[src/hw/rtl/multi_stream_audio_mixer_unit_defines.svh]
// assertion macros for the mixer rtl
// no dependencies
`ifndef MULTI_STREAM_AUDIO_MIXER_UNIT_DEFINES_SVH
`define MULTI_STREAM_AUDIO_MIXER_UNIT_DEFINES_SVH
`ifndef SYNTHESIS
`define MSAM_ASSERT(label, clk, rst_n, prop) \
	label: assert property (@(posedge clk) disable iff (!rst_n) prop) else $error("assertion failed");
`define MSAM_ASSERT_NR(label, clk, prop) \
	label: assert property (@(posedge clk) prop) else $error("assertion failed");
`else
`define MSAM_ASSERT(label, clk, rst_n, prop)
`define MSAM_ASSERT_NR(label, clk, prop)
`endif
`endif

[src/hw/rtl/msam_ram.sv]
// generic single port write, single port registered read ram
// no dependencies
module msam_ram #(
	parameter int Width = 18,
	parameter int Depth = 64
) (
	input  logic                     clk,
	input  logic                     we,
	input  logic [$clog2(Depth)-1:0] waddr,
	input  logic [Width-1:0]         wdata,
	input  logic [$clog2(Depth)-1:0] raddr,
	output logic [Width-1:0]         rdata
);
	logic [Width-1:0] mem [Depth];

	always_ff @(posedge clk) begin
		if (we) begin
			mem[waddr] <= wdata;
		end
		rdata <= mem[raddr];
	end
endmodule
[config.mk]
export PLATFORM = sky130hd
export DESIGN_NAME = msam_ram
export DESIGN_NICKNAME = d
export VERILOG_FILES = /design/src/hw/rtl/multi_stream_audio_mixer_unit_defines.svh /design/src/hw/rtl/msam_ram.sv
export SDC_FILE = /design/constraint.sdc
export NUM_CORES = 1
export LEC_CHECK = 0
export BUFFER_PORTS_ARGS = -buffer_cell sky130_fd_sc_hd__buf_4
export CAP_MARGIN = 40
export CORE_ASPECT_RATIO = 1.5
export CORE_UTILIZATION = 32
export CTS_BUF_LIST = sky130_fd_sc_hd__clkbuf_16
export CTS_CLUSTER_SIZE = 20
export DETAILED_ROUTE_END_ITERATION = 8
export HOLD_SLACK_MARGIN = 0.05
export PLACE_DENSITY = 0.51
export SLEW_MARGIN = 20
export SYNTH_ARGS = -nofsm -noshare
export SYNTH_HDL_FRONTEND = slang
export SYNTH_SLANG_ARGS = --single-unit
export TNS_END_PERCENT = 100
[constraint.sdc]
create_clock -name clk -period 3.88 [get_ports clk]
set_input_delay 0.388 -clock clk [delete_from_list [all_inputs] [get_ports clk]]
set_output_delay 0.388 -clock clk [all_outputs]
set_load 0.01 [all_outputs]
# == Word-level counts from Yosys, hierarchy flattened ==
# Memories as Yosys holds them, arrays and structs flattened. A register that Yosys moved wholly into a read port is not among the register bits.
# Index checks and enable logic that the tools add are counted.
# op_classes
muxes,2
# op_table
op,count
$mux 1,2
# word_totals
regBits,0
mem_bits_rw,1152
word_cells,3
n_memories,1
input_bits,32
# mem_list
memory,words,width,rd,rd_ports_with_merged_regs,wr,line_no,rtl
mem,64,18,1,1,1,msam_ram.sv:14,logic [Width-1:0] mem [Depth];

# == Depth between registers and ports, before layout ==
# depth
depth_word,2
ltp_mapped,9
depth_no_buf,5

# == Least setup slack after synthesis ==
# No wires, ideal clock.
# synth_timing
kind,input -> register
from,input port waddr[3]
to,memory mem[48][0] (enable)
stages,4
arrival_ns,2.174
path_buffers,1
setup_slack_ns,1.290
path_cell_list,clkbuf_1 nor2b_1 nand4b_1 nor3_1
# synth_lines
element,line_no,rtl
start: declaration,msam_ram.sv:9,"input logic [$clog2(Depth)-1:0] waddr,"
end: declaration,msam_ram.sv:14,
# No word-level cell before the write port.

==> impl_metrics.toml <==
[cts]
htreeDepth = 3
clockRootBuffer = "clkbuf_16"
cts.sinks = 1170
cts_made_buffers = 104
clockBufferDepth = 3
clk_pin_slew_ps = 60
post-cts-setup-buffers = 0
cts_resized = 0
cts_tree = "yes"
ctsHoldBuffers = 0
clk_latency_ps = 710

[drt]
wl_mm = 120
drt_iter0_drc = 1773
vias = 20800
via_per_inst = 5.12
drc_errors = 0
wire_per_inst_um = 29.5
ant_nets = 0
drt_pass1_iterations = 5

[global_routing]
grt_pass1_vias = 21900
antenna_found_initial = 15
grt_use_total_pct = 17.2
grt_max_degree = 77
grt_pass1_wl_mm = 169
grt_overflow = 0

[synth]
synth_fp_nets = 1989
synth-edff-count = 1152
synth_area_um2 = 44600
synth_seq_cells = 1170
synthXorXnorAreaFrac_pct = 0
avgSynthCellArea_um2 = 22.8
synth_fa_ha_area_share_pct = 0
ys_seq_area_share_pct = 78.3
synth_warnings = 0
synthArstFlopShare_pct = 0
yosys.area_share.simple_pct = 1.69
syn_inst = 1957
synthMuxAreaShare_pct = 16.8
synth_top_family_by_area = "multiplexers"
synth_flop_cell = "edfxtp_1"
ys_types = 34
synth-compound-area-share_pct = 1.81

[setup_path]
worst-path-max-fanout = 29
crit_arrival_ps = 2980
required_ps = 4450
crit_type = "input port to flip-flop"
endpoint_kind = "flip-flop"
worstSetupStartpointType = "input port"

[timing]
hold_viol = 0
tns_ps = 0
setup_viol = 0
fin_crit_ps = 2420
relSlewSlack_pct = 41.7
final.setup.worst_slack_ps = 1460
finClkSkew_ps = 26.7
rsz0062_at_grt = "no"
tightest_slew_ps = 874
fin_crit_sh_pct = 62.3
max_freq_ghz = 0.414
finalMaxSlewViolations = 0

[hold_path]
hp-class = "input port to flip-flop"

[power]
leakage_nw = 15.9
switching_power_mw = 5.51
p_int_mw = 20.0
ir_worst_vdd_v = 0.000347
p_sw_share_pct = 21.6
p_per_area_nw_per_um2 = 496
seq_power_share_pct = 55.1
p_comb_share_pct = 5.4
pwr-share-clk_pct = 39.5

[layout]
area_growth_pct = 15.2
layout_common_cells = "edfxtp_1, mux4_2, buf_4, clkbuf_16, mux2i_1"
nNetsFinal = 2152
final_common_cell = "edfxtp_1"
drive_above_1_share_pct = 30.5

[floorplan]
die_y_um = 459
start_util_pct = 32.3
die_w_um = 307
num_rows = 167
core_um2 = 138000
io_pins = 50
die_area_um2 = 141000

[placed_design]
dp_slack_ps = 575
dp_hpwl_mm = 72.2
gp_congestion = 0.829
io_buffer_count = 49

[job]
drv_cap = 0

[status]
outcome = "completed"
==> cell families after synthesis <==
group | count (synthesis)
DFF | 1170
muxes | 372
and+or+nand+nor | 168
AOI/OAI and AO/OA | 140
buffers and inverters | 107
==> worst max-delay path, cell delays in order <==
cell     delay [ps]
buf_8           320
buf_4           510
mux4_2          600
mux4_2          470
nor2_1          490
o21ai_1         160
==> through the flow <==
step	hold slack [ps]	util [%]	total power, mW	instance area [um2]	cells
6_report	98.2	37.2	25.5	51400	4067
5_1_grt	79.9	37.2	26.2	51400	4064
3_5_place_dp	827	34.8	15.7	48100	3871
3_3_place_gp	830	34.6	15.7	47900	3861
2_1_floorplan	487	-	15.0	44600	1957
4_1_cts	141	37.2	25.7	51300	4061
==> synthesized netlist by cell type, types with 2 or more instances <==
cell type	n	area, um2
clkbuf_1	41	154
or3b_2	2	17.5
nor3_1	13	65.1
or3_1	12	75.1
nand3b_1	4	30.0
a21oi_1	30	150
o21ai_0	35	175
mux2i_1	60	601
nand2b_1	6	37.5
nand3_1	9	45.0
mux4_2	300	6760
a211oi_1	17	128
buf_4	19	143
nor2_1	90	338
buf_2	33	165
o22ai_1	26	163
edfxtp_1	1152	34600
nand4_1	2	12.5
buf_6	13	146
o21ai_1	21	105
mux2_2	12	135
nor2b_1	6	37.5
dfxtp_1	18	360
a22oi_1	5	37.5
nand2_1	22	82.6
==> power by group through the flow <==
stage                     logic (mW)  clock network (mW)  registers, mW
after CTS                       1.41                10.3           14.0
final                           1.36                10.1           14.0
after global placement          1.38                   0           14.3
after floorplan                0.697                   0           14.3
after global routing            1.44                10.7           14.0
after detailed placement        1.40                   0           14.3
==> registers in the layout, summed over array words and instances (netlist names) <==
register,cells
mem,1152
rdata,18
==> path summary, 6_finish.rpt <==
kind,startpoint,slack [ps],depth (start not counted),to
setup / recovery,raddr[0],1460,6,rdata[1]$_DFF_P_
hold / removal,wdata[14],100,1,mem[42][14]$_DFFE_PP_
setup reg to reg,mem[27][4]$_DFFE_PP_,1710,7,rdata[4]$_DFF_P_
hold reg to reg,mem[62][16]$_DFFE_PP_,910,5,rdata[16]$_DFF_P_
==> routing by layer <==
metal / global-route usage, % / wire length [um] / share of wire, %
met1: 20.1 / 45100 / 38
met2: 31.7 / 65700 / 55
met3: 2.50 / 5360 / 4.5
met4: 6.31 / 3730 / 3.1
met5: 0 / 87 / 0.073
==> area by class of cell <==
class / count / area [um2]
tap: 1859 / 2330
fill: 12500 / 86700
clock buffer: 104 / 2600
sequential: 1170 / 35000
clock inverter: 86 / 667
antenna: 4 / 10.0
timing repair buffer: 164 / 1580
multi-input combinational: 680 / 9260
(Power assumes the default switching activity.)
